$ cat src/rtl/fwse_pkg.sv
// ----------------------------------------------------------------------------
// fwse_pkg
// Types, constants and the crc helper of the floppy write stream encoder.
// ----------------------------------------------------------------------------
package fwse_pkg;

  localparam int CNT_W            = 11;
  localparam int MAX_SECTOR_BYTES = 1024;
  localparam int SECTOR_BASE      = 128;
  localparam int IDX_W            = 4;

  // configuration register indexes
  localparam logic REG_DOUBLE_DENSITY = 1'b0;
  localparam logic REG_SECTOR_SIZE    = 1'b1;

  typedef enum logic [1:0] {
    OP_TRACK = 2'd0,
    OP_BEGIN = 2'd1,
    OP_DATA  = 2'd2
  } op_t;

  typedef enum logic [1:0] {
    BURST_SECTOR,
    BURST_DATA,
    BURST_CRC,
    BURST_WORD
  } burst_kind_t;

  // one burst of disk words waiting to go out
  typedef struct packed {
    burst_kind_t            kind;
    logic                   mfm;
    logic [IDX_W-1:0]       final_idx;
    logic [15:0]            word;
    logic [15:0]            crc;
  } burst_t;

  localparam logic [15:0] CRC_INIT       = 16'hFFFF;
  localparam logic [15:0] CRC_AFTER_SYNC = 16'hCDB4;
  localparam logic [15:0] WORD_SYNC_A1   = 16'hFFA1;
  localparam logic [15:0] WORD_SYNC_C2   = 16'hFFC2;
  localparam logic [15:0] MARK_FLAG      = 16'hFF00;
  localparam logic [15:0] WORD_GAP_END   = 16'h00FF;
  localparam logic [15:0] WORD_ZERO      = 16'h0000;

  localparam logic [7:0] BYTE_CRC      = 8'hF7;
  localparam logic [7:0] BYTE_SYNC_A1  = 8'hF5;
  localparam logic [7:0] BYTE_SYNC_C2  = 8'hF6;
  localparam logic [7:0] BYTE_INDEX    = 8'hFC;
  localparam logic [7:0] BYTE_ID       = 8'hFE;
  localparam logic [7:0] MARK_DELETED  = 8'hF8;
  localparam logic [7:0] MARK_F9       = 8'hF9;
  localparam logic [7:0] MARK_FA       = 8'hFA;
  localparam logic [7:0] MARK_NORMAL   = 8'hFB;

  localparam logic [IDX_W-1:0] ZEROS_MFM = 4'd12;
  localparam logic [IDX_W-1:0] ZEROS_FM  = 4'd6;
  localparam logic [IDX_W-1:0] FINAL_MFM = 4'd15;
  localparam logic [IDX_W-1:0] FINAL_FM  = 4'd6;
  localparam logic [IDX_W-1:0] FINAL_ONE = 4'd0;
  localparam logic [IDX_W-1:0] FINAL_CRC = 4'd1;
  localparam logic [IDX_W-1:0] FINAL_END = 4'd3;

  localparam logic [15:0] CRC_POLY = 16'h1021;

  // crc-16-ccitt over one byte, msb first
  function automatic logic [15:0] crc_byte(input logic [15:0] crc, input logic [7:0] b);
    logic [15:0] c;
    c = crc ^ {b, 8'h00};
    for (int i = 0; i < 8; i++) begin
      if (c[15]) begin
        c = {c[14:0], 1'b0} ^ CRC_POLY;
      end else begin
        c = {c[14:0], 1'b0};
      end
    end
    return c;
  endfunction

endpackage

$ cat src/rtl/fwse_if.sv
// ----------------------------------------------------------------------------
// fwse stream interfaces
// Host item channel and disk word channel, valid/ready handshake.
// ----------------------------------------------------------------------------
interface fwse_item_if;
  logic       valid;
  logic       ready;
  logic [1:0] operation;
  logic [7:0] data_byte;
  logic       deleted_mark;

  modport source (output valid, output operation, output data_byte,
                  output deleted_mark, input ready);
  modport sink   (input valid, input operation, input data_byte,
                  input deleted_mark, output ready);
endinterface

interface fwse_word_if;
  logic        valid;
  logic        ready;
  logic [15:0] disk_word;
  logic        last;

  modport source (output valid, output disk_word, output last, input ready);
  modport sink   (input valid, input disk_word, input last, output ready);
endinterface

$ cat src/rtl/floppy_write_stream_encoder.sv
// ----------------------------------------------------------------------------
// floppy_write_stream_encoder
// Turns host bytes into fm/mfm disk words, keeping the sector crc and count.
// ----------------------------------------------------------------------------
// latency: first disk word of an item is valid the cycle after its transfer
// throughput: one disk word per cycle while results.ready is high; an item that
//   makes one word is then taken every cycle, a burst holds the input until its
//   last word is taken (16 words mfm sector header, 7 fm, 4 sector end, 2 crc)
// reset: synchronous; crc to all ones, count to zero, fm, size code 2, no burst
module floppy_write_stream_encoder (
  input  logic              clk,
  input  logic              rst,
  input  logic              cfg_write,
  input  logic              cfg_index,
  input  logic [1:0]        cfg_data,
  fwse_item_if.sink         items,
  fwse_word_if.source       results
);

  logic                                  double_density;
  logic [1:0]                            sector_size_code;
  logic [15:0]                           running_crc;
  logic [15:0]                           running_crc_next;
  logic [fwse_pkg::CNT_W-1:0]            byte_count;
  logic [fwse_pkg::CNT_W-1:0]            byte_count_next;
  logic                                  busy;
  logic [fwse_pkg::IDX_W-1:0]            idx;
  fwse_pkg::burst_t                      burst;
  fwse_pkg::burst_t                      burst_next;
  logic                                  load;

  logic                                  in_fire;
  logic                                  out_fire;
  logic                                  out_last;
  logic [fwse_pkg::CNT_W-1:0]            sector_len;
  logic [fwse_pkg::CNT_W-1:0]            count_inc;
  logic [15:0]                           crc_data;
  logic [15:0]                           crc_seed;
  logic [7:0]                            mark;
  logic [15:0]                           word_out;

  assign in_fire  = items.valid & items.ready;
  assign out_fire = results.valid & results.ready;
  assign out_last = (idx == burst.final_idx);

  assign items.ready       = !busy | (results.ready & out_last);
  assign results.valid     = busy;
  assign results.disk_word = word_out;
  assign results.last      = out_last;

  // sector length, capped
  always_comb begin
    sector_len = fwse_pkg::CNT_W'(fwse_pkg::SECTOR_BASE) << sector_size_code;
    if (sector_len > fwse_pkg::CNT_W'(fwse_pkg::MAX_SECTOR_BYTES)) begin
      sector_len = fwse_pkg::CNT_W'(fwse_pkg::MAX_SECTOR_BYTES);
    end
  end

  assign count_inc = byte_count + 1'b1;
  assign crc_data  = fwse_pkg::crc_byte(running_crc, items.data_byte);
  assign mark      = items.deleted_mark ? fwse_pkg::MARK_DELETED : fwse_pkg::MARK_NORMAL;
  assign crc_seed  = double_density ? fwse_pkg::CRC_AFTER_SYNC : fwse_pkg::CRC_INIT;

  // state update and burst descriptor for the incoming item
  always_comb begin
    running_crc_next     = running_crc;
    byte_count_next      = byte_count;
    load                 = 1'b0;
    burst_next.kind      = fwse_pkg::BURST_WORD;
    burst_next.mfm       = double_density;
    burst_next.final_idx = fwse_pkg::FINAL_ONE;
    burst_next.word      = {8'h00, items.data_byte};
    burst_next.crc       = running_crc;
    case (items.operation)
      fwse_pkg::OP_BEGIN: begin
        load                 = 1'b1;
        burst_next.kind      = fwse_pkg::BURST_SECTOR;
        burst_next.final_idx = double_density ? fwse_pkg::FINAL_MFM : fwse_pkg::FINAL_FM;
        burst_next.word      = {8'h00, mark} | (double_density ? fwse_pkg::WORD_ZERO
                                                              : fwse_pkg::MARK_FLAG);
        running_crc_next     = fwse_pkg::crc_byte(crc_seed, mark);
        byte_count_next      = '0;
      end
      fwse_pkg::OP_DATA: begin
        load             = 1'b1;
        burst_next.kind  = fwse_pkg::BURST_DATA;
        burst_next.crc   = crc_data;
        running_crc_next = crc_data;
        if (count_inc >= sector_len) begin
          burst_next.final_idx = fwse_pkg::FINAL_END;
          byte_count_next      = '0;
        end else begin
          byte_count_next      = count_inc;
        end
      end
      fwse_pkg::OP_TRACK: begin
        load = 1'b1;
        if (items.data_byte == fwse_pkg::BYTE_CRC) begin
          burst_next.kind      = fwse_pkg::BURST_CRC;
          burst_next.final_idx = fwse_pkg::FINAL_CRC;
        end else if (double_density) begin
          if (items.data_byte == fwse_pkg::BYTE_SYNC_A1) begin
            burst_next.word  = fwse_pkg::WORD_SYNC_A1;
            running_crc_next = fwse_pkg::CRC_AFTER_SYNC;
          end else if (items.data_byte == fwse_pkg::BYTE_SYNC_C2) begin
            burst_next.word  = fwse_pkg::WORD_SYNC_C2;
          end else begin
            running_crc_next = crc_data;
          end
        end else begin
          if (items.data_byte inside {fwse_pkg::BYTE_ID, fwse_pkg::MARK_DELETED,
                                      fwse_pkg::MARK_F9, fwse_pkg::MARK_FA,
                                      fwse_pkg::MARK_NORMAL}) begin
            running_crc_next = fwse_pkg::crc_byte(fwse_pkg::CRC_INIT, items.data_byte);
            burst_next.word  = fwse_pkg::MARK_FLAG | {8'h00, items.data_byte};
          end else if (items.data_byte == fwse_pkg::BYTE_INDEX) begin
            burst_next.word  = fwse_pkg::MARK_FLAG | {8'h00, items.data_byte};
          end else begin
            running_crc_next = crc_data;
          end
        end
      end
      default: begin
        load = 1'b0;
      end
    endcase
  end

  // word selection within the current burst
  always_comb begin
    word_out = fwse_pkg::WORD_ZERO;
    case (burst.kind)
      fwse_pkg::BURST_SECTOR: begin
        if (idx < (burst.mfm ? fwse_pkg::ZEROS_MFM : fwse_pkg::ZEROS_FM)) begin
          word_out = fwse_pkg::WORD_ZERO;
        end else if (idx == burst.final_idx) begin
          word_out = burst.word;
        end else begin
          word_out = fwse_pkg::WORD_SYNC_A1;
        end
      end
      fwse_pkg::BURST_DATA: begin
        case (idx)
          4'd0:    word_out = burst.word;
          4'd1:    word_out = {8'h00, burst.crc[15:8]};
          4'd2:    word_out = {8'h00, burst.crc[7:0]};
          default: word_out = fwse_pkg::WORD_GAP_END;
        endcase
      end
      fwse_pkg::BURST_CRC: begin
        word_out = (idx == '0) ? {8'h00, burst.crc[15:8]} : {8'h00, burst.crc[7:0]};
      end
      default: begin
        word_out = burst.word;
      end
    endcase
  end

  always_ff @(posedge clk) begin
    if (rst) begin
      double_density   <= 1'b0;
      sector_size_code <= 2'd2;
    end else if (cfg_write) begin
      case (cfg_index)
        fwse_pkg::REG_DOUBLE_DENSITY: double_density   <= cfg_data[0];
        fwse_pkg::REG_SECTOR_SIZE:    sector_size_code <= cfg_data[1:0];
        default: ;
      endcase
    end
  end

  always_ff @(posedge clk) begin
    if (rst) begin
      running_crc <= fwse_pkg::CRC_INIT;
      byte_count  <= '0;
      busy        <= 1'b0;
      idx         <= '0;
    end else begin
      if (in_fire) begin
        running_crc <= running_crc_next;
        byte_count  <= byte_count_next;
      end
      if (in_fire && load) begin
        busy <= 1'b1;
        idx  <= '0;
      end else if (out_fire) begin
        if (out_last) begin
          busy <= 1'b0;
          idx  <= '0;
        end else begin
          idx <= idx + 1'b1;
        end
      end
    end
  end

  // burst payload needs no reset
  always_ff @(posedge clk) begin
    if (in_fire && load) begin
      burst <= burst_next;
    end
  end

  a_count_in_range: assert property (@(posedge clk) disable iff (rst)
    byte_count < fwse_pkg::CNT_W'(fwse_pkg::MAX_SECTOR_BYTES))
    else $error("sector byte count out of range");

  a_hold_mid_burst: assert property (@(posedge clk) disable iff (rst)
    busy && !out_last |-> !items.ready)
    else $error("input taken in the middle of a burst");

  a_header_loads: assert property (@(posedge clk) disable iff (rst)
    in_fire && items.operation == fwse_pkg::OP_BEGIN
    |=> busy && idx == '0 && burst.kind == fwse_pkg::BURST_SECTOR)
    else $error("sector header burst not started");

  a_idx_bounded: assert property (@(posedge clk) disable iff (rst)
    busy |-> idx <= burst.final_idx)
    else $error("burst index ran past its final word");

endmodule
$ cat src/flat_wrapper.sv
// flat-port wrapper written by rule: the top's interface ports become plain ports
module floppy_write_stream_encoder_flat 
  (clk, rst, cfg_write, cfg_index, cfg_data, items_valid, items_operation, items_data_byte, items_deleted_mark, items_ready, results_valid, results_disk_word, results_last, results_ready);
  fwse_item_if items_i ();
  fwse_word_if results_i ();
  input  logic clk;
  input  logic rst;
  input  logic cfg_write;
  input  logic cfg_index;
  input  logic [1:0] cfg_data;
  input wire logic [$bits(items_i.valid)-1:0] items_valid;
  input wire logic [$bits(items_i.operation)-1:0] items_operation;
  input wire logic [$bits(items_i.data_byte)-1:0] items_data_byte;
  input wire logic [$bits(items_i.deleted_mark)-1:0] items_deleted_mark;
  output wire logic [$bits(items_i.ready)-1:0] items_ready;
  output wire logic [$bits(results_i.valid)-1:0] results_valid;
  output wire logic [$bits(results_i.disk_word)-1:0] results_disk_word;
  output wire logic [$bits(results_i.last)-1:0] results_last;
  input wire logic [$bits(results_i.ready)-1:0] results_ready;
  assign items_i.valid = items_valid;
  assign items_i.operation = items_operation;
  assign items_i.data_byte = items_data_byte;
  assign items_i.deleted_mark = items_deleted_mark;
  assign items_ready = items_i.ready;
  assign results_valid = results_i.valid;
  assign results_disk_word = results_i.disk_word;
  assign results_last = results_i.last;
  assign results_i.ready = results_ready;
  floppy_write_stream_encoder u_core (.clk(clk), .rst(rst), .cfg_write(cfg_write), .cfg_index(cfg_index), .cfg_data(cfg_data), .items(items_i), .results(results_i));
endmodule
$ cat config.mk
export PLATFORM = sky130hd
export DESIGN_NAME = floppy_write_stream_encoder_flat
export DESIGN_NICKNAME = d
export VERILOG_FILES = /design/src/rtl/fwse_pkg.sv /design/src/rtl/fwse_if.sv /design/src/rtl/floppy_write_stream_encoder.sv /design/src/flat_wrapper.sv
export SDC_FILE = /design/constraint.sdc
export NUM_CORES = 1
export LEC_CHECK = 0
export BUFFER_PORTS_ARGS = -buffer_cell sky130_fd_sc_hd__buf_2
export CORE_ASPECT_RATIO = 0.6
export CORE_UTILIZATION = 30
export CTS_BUF_LIST = sky130_fd_sc_hd__clkbuf_4 sky130_fd_sc_hd__clkbuf_8
export CTS_CLUSTER_DIAMETER = 120
export CTS_CLUSTER_SIZE = 25
export DETAILED_ROUTE_END_ITERATION = 10
export SYNTH_ARGS = -nofsm -noshare
export SYNTH_HDL_FRONTEND = slang
export SYNTH_SLANG_ARGS = --single-unit
$ cat constraint.sdc
create_clock -name clk -period 6.8 [get_ports clk]
set_input_delay 1.36 -clock clk [delete_from_list [all_inputs] [get_ports clk]]
set_output_delay 1.36 -clock clk [all_outputs]
set_load 0.05 [all_outputs]
* Word-level counts from Yosys, hierarchy flattened
Index checks and enable logic that the tools add are counted.
** Word-level totals
- Output and inout bits :: 19
- Flip-flop bits (word level) :: 74
** Cells by class
- Mux-type cells :: 97
- $lt $le $gt $ge :: 3
- Reduce and logical (&&, ||, !) cells :: 17
- Shifts and indexed selects :: 1
- Bitwise operators :: 33
- $add $sub $neg :: 2
- Equality and inequality tests :: 19
** Operators by type and width (count)
- 16-bit 2-to-1 mux :: 51
- 13-bit 2-to-1 mux :: 24
- 16-bit case mux with 3 select lines :: 3
- 8-bit equality test, second input constant :: 9
- 3-bit inverter :: 24
- 16-bit case mux with 2 select lines :: 1
- 16-bit XOR :: 2
- 11-bit 2-to-1 mux :: 2
- 11-bit case mux with 2 select lines :: 1
- 16-bit inverter :: 1
- 8-bit by 16-bit OR with 16-bit output :: 1
- 14-bit 2-to-1 mux :: 1
- 4-bit 2-to-1 mux :: 3
- 4-bit case mux with 3 select lines :: 1
- 11-bit by 1-bit adder with 11-bit output, second input constant :: 1
- 11-bit greater-or-equal comparator :: 1
- 11-bit greater-than comparator, second input constant :: 1
- 8-bit by 2-bit left shift with 11-bit output, first input constant :: 1
- 8-bit 2-to-1 mux :: 1
- 2-bit AND reduction :: 4
- 1-bit 2-to-1 mux :: 6
- 2-bit case mux with 3 select lines :: 1
- 2-bit nonzero test :: 3
- 5-bit AND reduction :: 1
- 22 further kinds :: 28

* Depth between registers and ports, before layout
Gate-level depths: netlist of the first run.
- Depth in word-level cells :: 49
- Gate-level depth with buffers :: 10
- Depth with buffers taken out :: 10

* Least setup slack after synthesis of the first run
OpenSTA, ideal clock, no wires.
- Path kind :: reg2out
- Start point :: register u_core.burst[36] (netlist name)
- End point :: output port results_disk_word[10]
- Cell stages (with the launch flop) :: 8
- Setup slack :: 3.475 ns
- Data required time :: 5.440 ns
- Arrival :: 1.965 ns
- Cell sequence :: edfxtp_1 > inv_1 > ha_1 > o211a_1 > o21bai_1 > o21ai_0 > o21a_1 > buf_4
** Between the ends
- Longest elaborated chain between the ends :: 4
** RTL lines
- start, declared :: RTL line floppy_write_stream_encoder.sv:28 : fwse_pkg::burst_t burst;
- start signal, assigned :: RTL line floppy_write_stream_encoder.sv:200 : burst <= burst_next;
- 4-bit 2-to-1 mux :: RTL line floppy_write_stream_encoder.sv:134 : if (idx < (burst.mfm ? fwse_pkg::ZEROS_MFM : fwse_pkg::ZEROS_FM)) begin
- 4-bit < comparator :: RTL line floppy_write_stream_encoder.sv:134
- 16-bit 2-to-1 mux :: RTL line floppy_write_stream_encoder.sv:134
- 16-bit case mux with 3 select lines :: RTL line floppy_write_stream_encoder.sv:132 : case (burst.kind)
- end, declared :: RTL line flat_wrapper.sv:17 : output wire logic [$bits(results_i.disk_word)-1:0] results_disk_word;
No other way between the ends.

* Worst setup path in the final report of the first run
- Start point :: register u_core.idx[0] (netlist name)
- End point :: output port results_disk_word[6]
** Between the ends
- Longest elaborated chain between the ends :: 4
- Elaborated cells between the ends (all ways) :: 10
- Classes of those cells :: 1 x order compare; 3 x eq/ne; 5 x mux; 1 x reduce/logical
** RTL lines
- start, declared :: RTL line floppy_write_stream_encoder.sv:27 : logic [fwse_pkg::IDX_W-1:0] idx;
- start signal, assigned :: RTL line floppy_write_stream_encoder.sv:191 : idx <= idx + 1'b1;
- parallel branches: the longest is 3 deep, another holds 4-bit < comparator
- 16-bit case mux with 3 select lines (*) :: RTL line floppy_write_stream_encoder.sv:132
Every way passes the cells marked *.

==> impl_metrics.tcl, run 1 <==
set metrics [dict create \
    grt_pass1_wl_mm 20.1 \
    numCtsBuffers 9 \
    crit_required_ns 5.44 \
    syn_to_final_growth_pct 9.24 \
    finalSetupTns_ns 0 \
    yosysTopAreaCellShare 0.216 \
    cts_resized 0 \
    grt_start_max_net_pins 39 \
    clock_latency_ns 0.37 \
    drv_cap 0 \
    die_width_um 159 \
    place_hpwl_mm 9.53 \
    synth_enable_flop_cells 32 \
    yosys.cell_types.count 73 \
    synth.largest_area_cell "edfxtp_1" \
    status "finished clean" \
    ios 38 \
    layout_setup_ws_ns 2.92 \
    hold_viol 0 \
    hold_class "reg2reg" \
    vias 3820 \
    arrival_ns 2.52 \
    clockRootBuffer "clkbuf_8" \
    postCtsSetupBuffers 0 \
    ant_nets 0 \
    setup_violations 0 \
    cts.sinks 67 \
    wl_per_cell_um 18.2 \
    drive_above_1_share 0.176 \
    gp_congestion 0.979 \
    grt_pass1_vias 3481 \
    grtUsageTotal 0.176 \
    synthTopCellsByArea "edfxtp_1 22%, dfxtp_1 16%, xnor2_1 5.3%, ha_1 3.9%, nand2_1 3.8%" \
    startpoint_type "register" \
    dp_worst_setup_slack_ns 3.18 \
    cp-end-kind "output pin" \
    port_buffers 37 \
    slew_violations 0 \
    ys_seq_area_frac 0.374 \
    clk_pin_slew_ns 0.08 \
    die_h_um 96.2 \
    row_count 34 \
    synth-seq-cells 67 \
    netlist_area_um2 4440 \
    relSlewSlack 0.362 \
    drcViolationCount 0 \
    synth_nets 509 \
    ctsHtreeMaxLevel 3 \
    synth_ff_type "dfxtp_1" \
    fin_nets 528 \
    antenna_found_initial 0 \
    nFillCells 1507 \
    clockBufferDepth 2 \
    worstPathCellList "inv_1 > ha_1 > a22oi_1 > nor3_1 > a22oi_1 > nand3_1 > buf_2" \
    postSynthCellCount 476 \
    num_antenna_cells 0 \
    critical_path_class "reg2out" \
    min_period_over_period 0.571 \
    drt-vias-per-instance 5.47 \
    yosysWarnings 0 \
    avgSynthCellArea_um2 9.33 \
    fmax_mhz 258 \
    slowest_stage "nor3_1" \
    worst-path-max-fanout 8 \
    fp.dieArea_um2 15300 \
    power_w 0.00111 \
    start_util 0.307 \
    coreArea_um2 14500 \
    globalRouteOverflowTotal 0 \
    fin_crit_ns 3.88 \
    dr.pass1.iters 5 \
    drt_iter0_markers 427 \
    tritoncts "built" \
    power_density_nw_per_um2 229 \
    ir_worst_vdd_v 0.000105 \
    worstMarginPinSlew_ns 0.950 \
    wl_mm 12.7 \
    async_flop_share 0 \
    finalClockSkew_ns 0.0110 \
    cts_hold_buf 0 \
    cpPeakStageDelay_ns 0.74 \
    cpMostUsedCell "a22oi_1" \
    rsz0062_at_grt "false" \
    power.leakage_nw 1.75 \
]
-- kinds of logic (layout without fill, tap and decap cells) --
logic type | Yosys count | after routing | share of synthesized area
AND/OR/NAND/NOR | 163 | 163 | 0.186
AO/OA/AOI/OAI | 136 | 136 | 0.216
flip-flops | 67 | 67 | 0.374
buffers and inverters | 46 | 70 | 0.0614
XOR/XNOR | 42 | 42 | 0.104
adder cells (fa/ha/maj) | 14 | 14 | 0.0394
multiplexers | 8 | 8 | 0.0200
-- routing by layer --
layer / share of wire / routed length (um) / up-vias / GRT usage
met2: 0.36 / 4590 / 174 / 0.221
met3: 0.10 / 1290 / 12 / 0.0543
met4: 0.0080 / 102 / 0 / 0.0497
li1: - / - / 1788 / -
met1: 0.53 / 6720 / 1846 / 0.272
met5: 0 / 0 / - / 0
-- sequential cells by signal, indices dropped and copies added, names as in the netlist --
| register | count |
|---|---|
| u_core.burst | 32 |
| u_core.byte_count | 11 |
| u_core.double_density | 1 |
| u_core.idx | 4 |
| u_core.results.valid | 1 |
| u_core.running_crc | 16 |
| u_core.sector_size_code | 2 |
-- critical path: cells and delay by family (launching register included) --
family / cells / cell delay [ns]
flops: 1 / 0.39
fa+ha+maj: 1 / 0.21
compound gates: 2 / 0.30
buf+inv: 2 / 0.38
simple gates: 2 / 0.89
-- path summary, 6_finish.rpt --
| check | start | endpoint | slack, ns | cells after the start |
|---|---|---|---|---|
| setup / recovery | u_core.idx[0] | results_disk_word[6] | 2.92 | 7 |
| hold / removal | u_core.byte_count[1] | u_core.byte_count[1] | 0.48 | 2 |
| setup reg to reg | u_core.byte_count[2] | u_core.byte_count[6] | 4.10 | 10 |
| hold reg to reg | u_core.byte_count[1] | u_core.byte_count[1] | 0.48 | 2 |
-- where the power goes --
group          switching (W)  internal, W  total (W)  leakage [nW]
registers          0.0000229     0.000459   0.000482         0.579
logic               0.000214     0.000106   0.000319          1.08
clock network       0.000177     0.000134   0.000310        0.0860
-- Yosys cell counts, types with 6 or more instances --
cell / instances
o21ai_0: 32
buf_4: 9
o31ai_1: 6
a21oi_1: 31
nor3_1: 13
xnor2_2: 8
a22oi_1: 12
clkbuf_1: 8
mux2_2: 7
buf_6: 7
nor2_1: 34
dfxtp_1: 35
nand2b_1: 7
nand3_1: 23
nand2_1: 45
a31oi_1: 7
ha_1: 14
inv_1: 13
edfxtp_1: 32
xnor2_1: 27
-- metrics by stage --
step	hold slack (ns)	std cells	util	instance area [um2]
2_1_floorplan	0.444	476	-	4440
4_1_cts	0.478	698	0.335	4850
6_report	0.484	698	0.335	4850
5_1_grt	0.501	698	0.335	4850
3_5_place_dp	0.465	682	0.323	4680
3_3_place_gp	0.455	682	0.323	4680
-- cell usage in the layout (no fill, tap or decap), types with 3 or more instances in the layout --
cell type   n
xnor2_2     8
mux2_2      7
o31ai_1     6
a211oi_1    5
xnor2_1    27
clkbuf_8    9
or4_1       3
buf_2      37
ha_1       14
edfxtp_1   32
xor2_1      5
nor3b_1     4
nand2b_1    7
a221o_1     3
o211ai_1    3
a21o_1      5
a31oi_1     7
a21oi_1    31
nand3_1    23
or2_2       5
o21ai_1     3
or3_1       5
nand4_1     3
inv_1      13
dfxtp_1    35
nor3_1     13
o2111ai_1   4
o311ai_1    4
o21ai_0    32
nor2b_1     4
a22oi_1    12
nor2_1     34
nand2_1    45
-- area by class of cell --
| cell class | count | area [um2] | share of cell area |
|---|---|---|---|
| Multi-Input combinational cell | 363 | 2510 | 0.517 |
| Sequential cell | 67 | 1660 | 0.343 |
| Tap cell | 198 | 248 | 0.0511 |
| Timing Repair Buffer | 38 | 193 | 0.0397 |
| Clock buffer | 9 | 124 | 0.0255 |
| Inverter | 16 | 67.6 | 0.0139 |
| Clock inverter | 7 | 51.3 | 0.0106 |
No activity file was read; power rests on OpenSTA's default activity.
==> run 2, diff against run 1 <==
--- a/config.mk
+++ b/config.mk
@@ -5,6 +5,7 @@
 export SDC_FILE = /design/constraint.sdc
 export NUM_CORES = 1
 export LEC_CHECK = 0
+export ABC_AREA = 1
 export BUFFER_PORTS_ARGS = -buffer_cell sky130_fd_sc_hd__buf_2
 export CORE_ASPECT_RATIO = 0.6
 export CORE_UTILIZATION = 30
==> constraint.sdc (replaced) <==
create_clock -name clk -period 3.3 [get_ports clk]
set_input_delay 0.66 -clock clk [delete_from_list [all_inputs] [get_ports clk]]
set_output_delay 0.66 -clock clk [all_outputs]
set_load 0.05 [all_outputs]
==> run 2 against run 1 <==
  * Utilization increased by 2.1 points
  * Non-clock buffer count increased by 5
  * Register-to-register slack got worse by 3.5 ns
  * Clock skew rose by 0.0013 ns
  * Critical path depth increased by 1
  * Hold slack better by 0.0012 ns
  * Critical path type unchanged
==> impl_metrics.tcl, run 2 <==
set metrics [dict create \
    r2r_end "u_core.byte_count[10]" \
    timing.rr.start "u_core.byte_count[0]" \
    cpPeakStageDelay_ns 0.46 \
    drcViolationCount 0 \
    fin_crit_ns 3.03 \
    clockRootBuffer "clkbuf_8" \
    fin_util 0.356 \
    ys_seq_area_frac 0.356 \
    fp.dieArea_um2 16100 \
    min_period_over_period 0.917 \
    numCtsBuffers 9 \
    setup_violations 0 \
    synthTopCellsByArea "nand2_1 22%, edfxtp_1 21%, dfxtp_1 15%, inv_1 7.6%, nand3_1 6.2%" \
    netlist_area_um2 4670 \
    synth_ff_type "dfxtp_1" \
    slew_violations 0 \
    row_count 34 \
    hold_class "reg2reg" \
    clockBufferDepth 2 \
    cts.sinks 67 \
    synthTopCellsByCount "277 x nand2_1, 94 x inv_1, 58 x nand3_1" \
    finalSetupTns_ns 0 \
    rr_worst_depth 16 \
    yosys.cell_types.count 43 \
    clock_latency_ns 0.37 \
    avgSynthCellArea_um2 6.59 \
    fmax_mhz 330 \
    fin_nets 774 \
    drt-vias-per-instance 4.82 \
    ant_nets 0 \
    worstMarginPinSlew_ns 0.756 \
    start_util 0.315 \
    grt_pass1_wl_mm 21.7 \
    yosysWarnings 0 \
    port_buffers 37 \
    gp_congestion 1.01 \
    drv_cap 0 \
    cpMostUsedCell "inv_1" \
    num_antenna_cells 0 \
    ios 38 \
    finalClockSkew_ns 0.0123 \
    largest_reg_flops 32 \
    wl_mm 13.7 \
    power_density_nw_per_um2 477 \
    postSynthCellCount 709 \
    tritoncts "built" \
    synth.largest_area_cell "nand2_1" \
    critical_path_class "reg2out" \
    grt_pass1_vias 4032 \
    dr.pass1.iters 6 \
    status "finished clean" \
    hold_depth 2 \
    grt_start_max_net_pins 33 \
    holdPathEnd "u_core.byte_count[10]" \
    die_h_um 98.6 \
    worstPathCellList "inv_1 > ha_1 > nand2_1 > inv_1 > nor2_1 > a22oi_1 > nand4_1 > buf_2" \
    reg2reg_slack_ns 0.62 \
    die_width_um 163 \
    synth_most_common_cell "nand2_1" \
    reg.largest.list "u_core.burst (32), u_core.running_crc (16), u_core.byte_count (11)" \
    vias 4549 \
    final_common_cell "nand2_1" \
    synth_enable_flop_cells 32 \
    slowest_stage "dfxtp_1" \
    arrival_ns 2.37 \
    cp-end-kind "output pin" \
    final_cell_mix "277 x nand2_1, 94 x inv_1, 58 x nand3_1" \
    clk_pin_slew_ns 0.08 \
    coreArea_um2 14800 \
    wl_per_cell_um 14.5 \
    syn_to_final_growth_pct 13.2 \
    hold_start "u_core.byte_count[10]" \
    yosysTopAreaCellShare 0.223 \
    rsz0062_at_grt "false" \
    synth_nets 742 \
    grtUsageTotal 0.177 \
    hold_slack_ns 0.485 \
    ctsHtreeMaxLevel 3 \
    startpoint_type "register" \
    postCtsSetupBuffers 0 \
    synth-seq-cells 67 \
    drive_above_1_share 0.107 \
    relSlewSlack 0.491 \
    top_register "u_core.burst" \
    ir_worst_vdd_v 0.000186 \
    power.leakage_nw 2.64 \
    globalRouteOverflowTotal 0 \
    place_hpwl_mm 10.6 \
    crit_required_ns 2.64 \
    worst-path-max-fanout 8 \
    hold_viol 0 \
    async_flop_share 0 \
    antenna_found_initial 0 \
    drt_iter0_markers 461 \
]
==> run 2: cell types whose count changed after synthesis, moves of 7 or more <==
| cell | change |
|---|---|
| a21oi_1 | -8 |
| a22oi_1 | -9 |
| inv_1 | +81 |
| mux2_2 | -7 |
| nand2_1 | +232 |
| nand2b_1 | -7 |
| nand3_1 | +35 |
| nor3_1 | -10 |
| o21ai_0 | +10 |
| xnor2_1 | -24 |
| xnor2_2 | -8 |
| xor2_1 | +7 |
==> run 2: repair_timing <==
item                       4_1_cts  5_1_grt
setup endpoints to repair        0        5
gates resized for setup          0        1
hold buffers                     0        0
==> run 2: where the power goes <==
part / internal [W] / total [W] / switching (W)
combinational: 0.000161 / 0.000586 / 0.000425
sequential: 0.000938 / 0.000984 / 0.0000460
clock: 0.000586 / 0.000952 / 0.000366
total: 0.00169 / 0.00252 / 0.000837
==> run 2: how the worst max path moves through the flow <==
stage / from / end / slack, ns / cells past startpoint
after floorplan: u_core.idx[0] / results_disk_word[10] / 0.77 / 9
after global placement: u_core.idx[1] / results_disk_word[3] / 0.64 / 9
after detailed placement: u_core.idx[1] / results_disk_word[3] / 0.61 / 9
after CTS: u_core.idx[1] / results_disk_word[3] / 0.22 / 9
after global routing: u_core.idx[1] / results_disk_word[3] / 0.1 / 9
final: u_core.idx[0] / results_disk_word[5] / 0.27 / 8
==> run 2: area by class of cell <==
type | count | area (um2)
clock buffers | 9 | 124
clock inverters | 7 | 149
fillers | 1602 | 9560
inverters | 99 | 377
multi-input cells | 521 | 2490
flip-flops and latches | 67 | 1660
well taps | 198 | 248
repair buffers | 43 | 230
==> run 2: logic make-up (layout without fill, tap and decap cells) <==
kind of cell             Yosys count  in the layout  synth area share
AO/OA/AOI/OAI                     88             88             0.107
XOR/XNOR                          15             15            0.0281
adder cells (fa/ha/maj)           14             14            0.0375
buffers and inverters            121            158             0.110
flip-flops                        67             67             0.356
AND/OR/NAND/NOR                  404            404             0.362
==> run 2: stage by stage <==
| stage | cell area (um2) | std cells | power [W] | setup slack (ns) |
|---|---|---|---|---|
| after floorplan | 4670 | 709 | 0.00141 | 0.768 |
| after global placement | 5010 | 928 | 0.00157 | 0.637 |
| after detailed placement | 5010 | 928 | 0.00157 | 0.612 |
| after CTS | 5280 | 944 | 0.00252 | 0.215 |
| after global routing | 5280 | 944 | 0.00264 | 0.0981 |
| final | 5280 | 944 | 0.00252 | 0.273 |
==> run 2: critical path: cells and delay by family (launching register included) <==
kind / cells / cell delay, ns
simple gates: 3 / 0.67
buf+inv: 3 / 0.47
flops: 1 / 0.46
fa+ha+maj: 1 / 0.22
compound gates: 1 / 0.18
==> run 2: metal layers <==
metal,share of wire,global-route usage,up-vias,wire (um)
met5,0,0,-,0
met4,0.0091,0.0388,0,124
met3,0.12,0.0829,16,1640
met2,0.34,0.205,193,4610
met1,0.53,0.279,2013,7290
li1,-,-,2327,-
==> run 3, diff against run 2 <==
==> constraint.sdc (replaced) <==
create_clock -name clk -period 2.4 [get_ports clk]
set_input_delay 0.48 -clock clk [delete_from_list [all_inputs] [get_ports clk]]
set_output_delay 0.48 -clock clk [all_outputs]
set_load 0.05 [all_outputs]
==> run 3 against run 2 <==
  * The flow now finishes with violations (setup timing)
  * Worst setup slack worse by 0.28 ns
  * Routed wire length increased by 5.5%
  * Utilization increased by 3.8 points
  * Register-to-register slack worse by 0.51 ns
  * Non-clock buffer count grew 32
  * Via count rose by 5.4%
  * Power increased by 30%
  * Clock-buffer cell count did not move
  * Highest routed layer unchanged
==> impl_metrics.tcl, run 3 (synthesized netlist as in run 2, its figures left out) <==
set metrics [dict create \
    dr.pass1.iters 5 \
    final_common_cell "nand2_1" \
    hold_class "in2reg" \
    dp_worst_setup_slack_ns -0.0956 \
    layout_setup_ws_ns -0.00749 \
    num_antenna_cells 0 \
    ctsHtreeMaxLevel 3 \
    drt_iter0_markers 517 \
    wl_mm 14.4 \
    syn_to_final_growth_pct 25.2 \
    ios 38 \
    clk_pin_slew_ns 0.08 \
    fmax_mhz 415 \
    grt_pass1_vias 4163 \
    relSlewSlack 0.540 \
    critical_path_class "reg2out" \
    clock_latency_ns 0.37 \
    setup_violations 1 \
    hold_viol 0 \
    fp.dieArea_um2 16100 \
    port_buffers 37 \
    rsz0062_at_grt "true" \
    clockBufferDepth 2 \
    cp-end-kind "output pin" \
    largest_reg_flops 32 \
    die_h_um 98.6 \
    instances_no_fill 976 \
    status "finished, violations left" \
    dpl.cell_count 953 \
    power_w 0.00329 \
    gp_congestion 0.935 \
    globalRouteOverflowTotal 0 \
    slew_violations 0 \
    drv_cap 0 \
    drt-vias-per-instance 4.91 \
    start_util 0.315 \
    fin_crit_ns 2.41 \
    grt_start_max_net_pins 33 \
    nFillCells 1557 \
    power.leakage_nw 2.82 \
    ant_nets 0 \
    coreArea_um2 14800 \
    grt_pass1_wl_mm 22.3 \
    cts.sinks 67 \
    grtUsageTotal 0.181 \
    tritoncts "built" \
    row_count 34 \
    min_period_over_period 1.00 \
    finalClockSkew_ns 0.0152 \
    arrival_ns 1.93 \
    numCtsBuffers 9 \
    vias 4793 \
    reg.largest.list "u_core.burst (32), u_core.running_crc (16), u_core.byte_count (11)" \
    violations "setup timing" \
    clockRootBuffer "clkbuf_8" \
    fin_nets 806 \
    worstMarginPinSlew_ns 0.683 \
    hold_slack_ns 0.377 \
    startpoint_type "register" \
    wl_per_cell_um 14.8 \
    ir_worst_vdd_v 0.000234 \
    crit_required_ns 1.92 \
    drcViolationCount 0 \
    drive_above_1_share 0.215 \
    cts_hold_buf 0 \
    worst-path-max-fanout 4 \
    antenna_found_initial 0 \
    power_density_nw_per_um2 563 \
    die_width_um 163 \
    final_cell_mix "263 x nand2_1, 88 x inv_1, 54 x nand3_1" \
    top_register "u_core.burst" \
    place_hpwl_mm 11.0 \
]
-- run 3: changes by cell type in the layout (fill, tap and decap cells not counted), moves of 10 or more --
| cell | before | now |
|---|---|---|
| buf_4 | 6 | 36 |
| buf_6 | 0 | 17 |
| buf_2 | 37 | 21 |
| nand2_1 | 277 | 263 |
| nand2_2 | 7 | 17 |
-- run 3: worst max-delay path, stage by stage (launching register included) --
cell and delay [ns]:
edfxtp_1 0.38, inv_2 0.08, ha_1 0.24, a31oi_1 0.18, inv_1 0.09, nand2_2 0.11, nand2_2 0.09, nand2_1 0.08
nand4_1 0.13, buf_6 0.19
-- run 3: final timing paths --
kind,end,cells after the start,startpoint,slack (ns)
hold reg to reg,u_core.byte_count[10],2,u_core.byte_count[10],0.48
hold / removal,u_core.sector_size_code[1],3,cfg_data[1],0.38
setup / recovery,results_disk_word[0],9,u_core.burst[36],-0.007
setup reg to reg,u_core.burst[32],14,u_core.byte_count[1],0.11
-- run 3: layout make-up --
class,instances,area (um2),area share
timing repair buffer,75,587,0.100
sequential,67,1680,0.287
multi-input combinational,521,2750,0.471
clock buffer,9,124,0.0212
tap,198,248,0.0424
clock inverter,7,80.1,0.0137
inverter,99,377,0.0644
-- run 3: metal layers --
metal / part of all wire / global-route usage / vias up
met3: 0.11 / 0.0551 / 10
li1: - / - / 2394
met2: 0.36 / 0.219 / 209
met1: 0.53 / 0.300 / 2180
met4: 0.0057 / 0.0316 / 0
met5: 0 / 0 / -
-- run 3: power by group --
group	total [W]	internal, W	switching [W]
clock	0.00101	0.000495	0.000515
sequential	0.00135	0.00129	0.0000642
combinational	0.000928	0.000298	0.000630
-- run 3: metrics by stage --
step	setup TNS, ns	utilization	cell area [um2]
detailed placement	-0.358	0.351	5210
global placement	0	0.351	5210
finish	-0.00749	0.394	5850
floorplan	0	-	4670
CTS	-0.0447	0.372	5520
global route	-1.48	0.394	5850
-- run 3: timing repair --
item,4_1_cts,5_1_grt
pin swaps,2,23
endpoints found under the setup margin,24,29
gates resized for setup,37,77
hold endpoints to repair,0,0
buffers inserted,1,6
